<file path="config.mk">
export PLATFORM = sky130hd
export DESIGN_NAME = rlrf_fifo
export DESIGN_NICKNAME = d
export VERILOG_FILES = /design/src/hw/rtl/rlrf_pkg.sv /design/src/hw/rtl/rlrf_fifo.sv
export SDC_FILE = /design/constraint.sdc
export NUM_CORES = 1
export LEC_CHECK = 0
export ABC_AREA = 1
export BUFFER_PORTS_ARGS = -buffer_cell sky130_fd_sc_hd__buf_2
export CAP_MARGIN = 25
export CORE_UTILIZATION = 55
export CTS_CLUSTER_DIAMETER = 200
export DETAILED_ROUTE_END_ITERATION = 12
export PLACE_DENSITY = 0.76
export SYNTH_ARGS = -nofsm -noshare
export SYNTH_HDL_FRONTEND = slang
export SYNTH_SLANG_ARGS = --single-unit
</file>
<file path="constraint.sdc">
create_clock -name clk -period 3.2 [get_ports clk]
set_clock_uncertainty 0.15 [all_clocks]
set_input_delay 0.64 -clock clk [delete_from_list [all_inputs] [get_ports clk]]
set_output_delay 0.64 -clock clk [all_outputs]
set_load 0.05 [all_outputs]
</file>
<file path="src/hw/rtl/rlrf_pkg.sv">
// Shared types, constants and the luminance key function for the
// RGB luminance rank filter. No dependencies.
package rlrf_pkg;

  localparam int KEY_W = 8;
  localparam int QDEPTH = 8;
  localparam int QAW = 3;
  localparam logic [19:0] KEY_MUL = 20'd683;
  localparam int KEY_SHIFT = 11;

  typedef enum logic [1:0] {
    REG_RADIUS       = 2'd0,
    REG_RANK_INDEX   = 2'd1,
    REG_LINE_WIDTH   = 2'd2,
    REG_FRAME_HEIGHT = 2'd3
  } reg_index_t;

  typedef struct packed {
    logic [7:0] red;
    logic [7:0] green;
    logic [7:0] blue;
  } pixel_t;

  typedef struct packed {
    logic [9:0] row;
    logic [9:0] col;
    logic       last;
  } meta_t;

  typedef struct packed {
    pixel_t pix;
    meta_t  meta;
  } result_t;

  // effective geometry, derived from the config registers
  typedef struct packed {
    logic [3:0]  r;
    logic [3:0]  side;
    logic [10:0] w;
    logic [10:0] h;
  } geom_t;

  // (R+G+B)/3 as multiply by reciprocal; exact for sums up to 765
  function automatic logic [KEY_W-1:0] luma_key(input pixel_t p);
    logic [9:0]  s;
    logic [19:0] m;
    s = 10'(p.red) + 10'(p.green) + 10'(p.blue);
    m = 20'(s) * KEY_MUL;
    return m[KEY_SHIFT+KEY_W-1:KEY_SHIFT];
  endfunction

endpackage

</file>
<file path="src/hw/rtl/rlrf_fifo.sv">
// Result queue between the rank pipeline and the output side.
// Depends on rlrf_pkg.
module rlrf_fifo import rlrf_pkg::*; (
  input  logic         clk,
  input  logic         rst,
  input  logic         push,
  input  result_t      din,
  input  logic         pop,
  output logic         empty,
  output result_t      dout,
  output logic [QAW:0] count
);

  result_t        mem [QDEPTH];
  logic [QAW-1:0] wr_ptr, rd_ptr;
  logic           do_pop;

  assign empty  = (count == '0);
  assign do_pop = pop && !empty;
  assign dout   = mem[rd_ptr];

  always_ff @(posedge clk) begin
    if (push) begin
      mem[wr_ptr] <= din;
    end
  end

  always_ff @(posedge clk) begin
    if (rst) begin
      wr_ptr <= '0;
      rd_ptr <= '0;
      count  <= '0;
    end else begin
      if (push) begin
        wr_ptr <= wr_ptr + QAW'(1);
      end
      if (do_pop) begin
        rd_ptr <= rd_ptr + QAW'(1);
      end
      count <= count + (QAW+1)'(push) - (QAW+1)'(do_pop);
    end
  end

endmodule

</file>
* Yosys cells after proc, flatten, opt, wreduce, memory -nomap -nowiden
Memory sizes are Yosys's and may differ from the RTL's. A register that Yosys moved wholly into a read port is not among the register bits. Index checks and enable logic that the tools add are counted.
Word-level totals: register bits after elaboration 10, memory bits (writable) 360, output and inout bits 50, logic and storage cells 15, memories 1
Memories:
- mem | words 8, bits a word 45, rd ports 1, clocked after memory_dff 1, write ports 1, RTL line rlrf_fifo.sv:14 | result_t mem [QDEPTH];
Cells by class: add/sub/neg operators 4, mux-type cells 4, reductions and logical operators 3
Operators with widths (number):
- $add 3x1->3 const B | 2
- $mux 3 | 2
- $add 4x1->4 | 1
- $logic_not 4->1 | 1
- $sub 4x1->4 | 1
- $mux 1 | 2
- $logic_and 1x1->1 | 1
- $logic_not 1->1 | 1

* Longest topological paths before layout
word-level depth 5, depth in mapped cells 11, gate-level depth less buffers 11

* Worst setup path after synthesis
Ideal clock, no wire load.
path kind input to register, start in push, end mem mem[0][0] (netlist name) (enable), setup time 448 ps, data arrival time 2901 ps, required time 2602 ps, slack -298 ps, cell stages on the path 3, buffers on the path 0, cell sequence inv_1 > or2_2 > nor2_1
On the way: longest elaborated chain between the ends 2
RTL lines:
- start, declared | RTL line rlrf_fifo.sv:6 | input logic push,
- $mux 1 | RTL line rlrf_fifo.sv:23 | if (push) begin
- $mux 1 (implied by the code) | RTL line rlrf_fifo.sv:24 | mem[wr_ptr] <= din;
- end, declared | RTL line rlrf_fifo.sv:14
Every way passes these cells.

==> flow_metrics.tcl <==
set metrics [dict create \
    synth.mux.area_fraction 0 \
    synthToLayoutAreaGrowth_pct 13.5 \
    yosysWarnings 0 \
    grt_setup_unrepaired "no" \
    wl_per_cell_um 16.3 \
    post_cts_buffers 0 \
    via_count 10700 \
    core_area_mm2 0.0287 \
    vias_per_cell 5.07 \
    fp.dieArea_mm2 0.0298 \
    clk_pin_slew_worst_paths_ps 60 \
    netlist_instances 1599 \
    power_density_mw_per_mm2 709 \
    yosys.area_share.adder 0.00593 \
    max_slew_headroom 0.514 \
    postRouteWirelength_mm 34.4 \
    pwr-share-comb 0.256 \
    pwr-share-seq 0.431 \
    via_count_of_the_first_global_routing_pass 10300 \
    dieHeight_um 173 \
    syn-mean-instance-area_um2 10.0 \
    synth-seq-cells 373 \
    setup_total_negative_slack_ps 0 \
    final_hold_viol_count 0 \
    total_drc_errors_in_the_routed_layout 0 \
    global_route.usage.met2 0.393 \
    critical_path_launch_point_type "register" \
    net_count_synth 1655 \
    use_met1 0.291 \
    synth_xor_area_frac 0.000546 \
    starting_utilization_of_the_core_area 0.559 \
    min-delay-path-class "in2reg" \
    drt_iter0_drc 829 \
    fin_nets 1750 \
    cp_data_required_time_ps 2410 \
    timing.final.crit_share 0.985 \
    die_w_um 173 \
    worstSkewPairLatency_ps 520 \
    tritoncts_clock_tree "yes" \
    seq_area_frac_synth 0.690 \
    unique_masters_post_synth 20 \
    critical_path.max_fanout 40 \
    final_antenna_net_count 0 \
    worstPathArrival_ps 2360 \
    setup-violations-final 0 \
    holdBufCountCts 0 \
    upper_clock_frequency_limit_ghz 0.317 \
    finalMaxSlewViolations 0 \
    pin_count 99 \
    max-vdd-ir-drop_mv 0.539 \
    total_leakage_power_uw 0.00823 \
    synth_simple_gate_area_frac 0.211 \
    final_core_util 0.634 \
    grt.total_usage 0.227 \
    clockRootBuffer "clkbuf_16" \
    antenna_violations_before_repair 1 \
    main_combinational_cell_family_by_area_after_synthesis "simple AND/OR/NAND/NOR gates" \
    iteration_count_of_the_initial_detailed_routing_pass 5 \
    worst_slew_pin_slew_ps 729 \
    hpwl_mm 18.1 \
    worstRegToRegCells 9 \
    p_clk_frac 0.313 \
    pin_count_of_the_biggest_net_entering_global_routing 181 \
    timing.setup.critical_path_class "reg2out" \
    total_area_of_multi_input_combinational_cells_mm2 0.00360 \
    hold-worst-slack_ps 221 \
    filler_cell_count 2185 \
    htree_num_levels 2 \
    portBuffers 98 \
    syn_area_mm2 0.0160 \
    finalWorstPathRequiredPeriod_ps 3150 \
    worstHoldPathCells 2 \
    cell_internal_pwr_uw 8650 \
    status "completed" \
    switching_power_uw 4250 \
    clockBufferDepth 3 \
    synth-compound-area-share 0.00312 \
    p_sw_frac 0.330 \
    grt_overflow_total 0 \
    drive_gt1_frac 0.106 \
    top_usage_layer "met2" \
    grt.met3_usage 0.0363 \
    max_cap_viol_count 0 \
    rows 62 \
    endpoint_kind "output port" \
    grt_first_pass_wirelength_mm 53.1 \
    routabilityCongestion 0.768 \
    clock_sinks 373 \
    cts_inserted_buffers 39 \
    register_area_mm2 0.0111 \
    power.total_uw 12900 \
]
flip-flops by register name, summed over array words and instances, names as in the netlist, named ones only:
name,cells
wr_ptr,3
count,4
rd_ptr,3
mem,360
layout by cell type (no fill, tap or decap), types with 2 or more instances in the layout:
cell type	count
nand3_1	140
clkbuf_1	12
nor2_4	8
nor2_1	10
buf_2	98
diode_2	2
clkinv_2	2
dfxtp_4	2
or2_2	2
clkbuf_16	42
edfxtp_1	360
o21ai_0	3
buf_12	10
buf_4	12
a21oi_1	7
inv_1	284
ha_1	6
inv_2	2
nand2_1	692
dfxtp_1	10
clkinv_1	10
stage by stage:
| step | area, um2 | setup slack, ps | cells |
|---|---|---|---|
| 3_5_place_dp | 17000 | 613 | 2036 |
| 5_1_grt | 18200 | 2.96 | 2103 |
| 2_1_floorplan | 16000 | -298 | 1599 |
| 4_1_cts | 18200 | 62.7 | 2102 |
| 6_report | 18200 | 47.1 | 2105 |
| 3_3_place_gp | 17000 | 649 | 2036 |
metal layers:
| layer | up-vias | part of all wire | routed length [um] |
|---|---|---|---|
| li1 | 5198 | - | - |
| met1 | 5094 | 0.42 | 14500 |
| met2 | 321 | 0.50 | 17100 |
| met3 | 63 | 0.058 | 1990 |
| met4 | 0 | 0.023 | 782 |
| met5 | - | 0 | 0 |
cell type report:
| type | instances | area share |
|---|---|---|
| clock buffers | 53 | 0.0588 |
| flip-flops and latches | 373 | 0.609 |
| well taps | 384 | 0.0264 |
| multi-input cells | 871 | 0.198 |
| inverters | 287 | 0.0594 |
| repair buffers | 122 | 0.0458 |
| clock inverters | 13 | 0.00302 |
| diodes | 2 | 0.000275 |
power by group through the flow:
stage | logic, uW | registers (uW) | clock network (uW)
CTS | 3270 | 5550 | 4090
floorplan | 2390 | 5710 | 0
detailed placement | 3250 | 5650 | 0
global route | 3610 | 5570 | 4280
finish | 3310 | 5560 | 4040
global placement | 3180 | 5640 | 0
worst paths after layout:
kind / from / end / slack, ps
max: register / dout[44] / 50
min: rst / rd_ptr[1] / 220
max reg2reg: count[2] / count[2] / 1070
min reg2reg: rd_ptr[1] / rd_ptr[1] / 340
cells by family after synthesis:
| logic type | count (synthesis) |
|---|---|
| and+or+nand+nor | 853 |
| DFF | 373 |
| buffers and inverters | 355 |
| AOI/OAI and AO/OA | 10 |
| adders and majority gates | 7 |
| xor gates and xnor gates | 1 |
critical path, cell delays in order (launching register included):
cell	delay (ps)
dfxtp_4	350
inv_2	430
buf_12	320
nand3_1	150
nand2_1	80
nand2_1	90
nand2_1	120
buf_2	260
Yosys cell counts:
master | number | area share
nand2_1 | 692 | 0.16
inv_4 | 1 | 0.00039
inv_1 | 284 | 0.066
clkbuf_1 | 14 | 0.0033
or2_2 | 2 | 0.00078
edfxtp_1 | 360 | 0.67
buf_4 | 10 | 0.0047
nand3_1 | 140 | 0.044
buf_6 | 1 | 0.00070
xnor2_1 | 1 | 0.00055
ha_1 | 6 | 0.0047
nand3b_1 | 1 | 0.00047
buf_2 | 35 | 0.011
a21oi_1 | 7 | 0.0022
fa_1 | 1 | 0.0012
nor2_1 | 18 | 0.0042
dfxtp_1 | 13 | 0.016
inv_2 | 2 | 0.00047
buf_1 | 8 | 0.0019
o21ai_0 | 3 | 0.00094
what timing repair did:
action / in CTS / in global routing
setup endpoints to repair: 0 / 25
resized for setup: 0 / 2
endpoints found under the hold margin: 0 / 0
(Power assumes the default switching activity.)
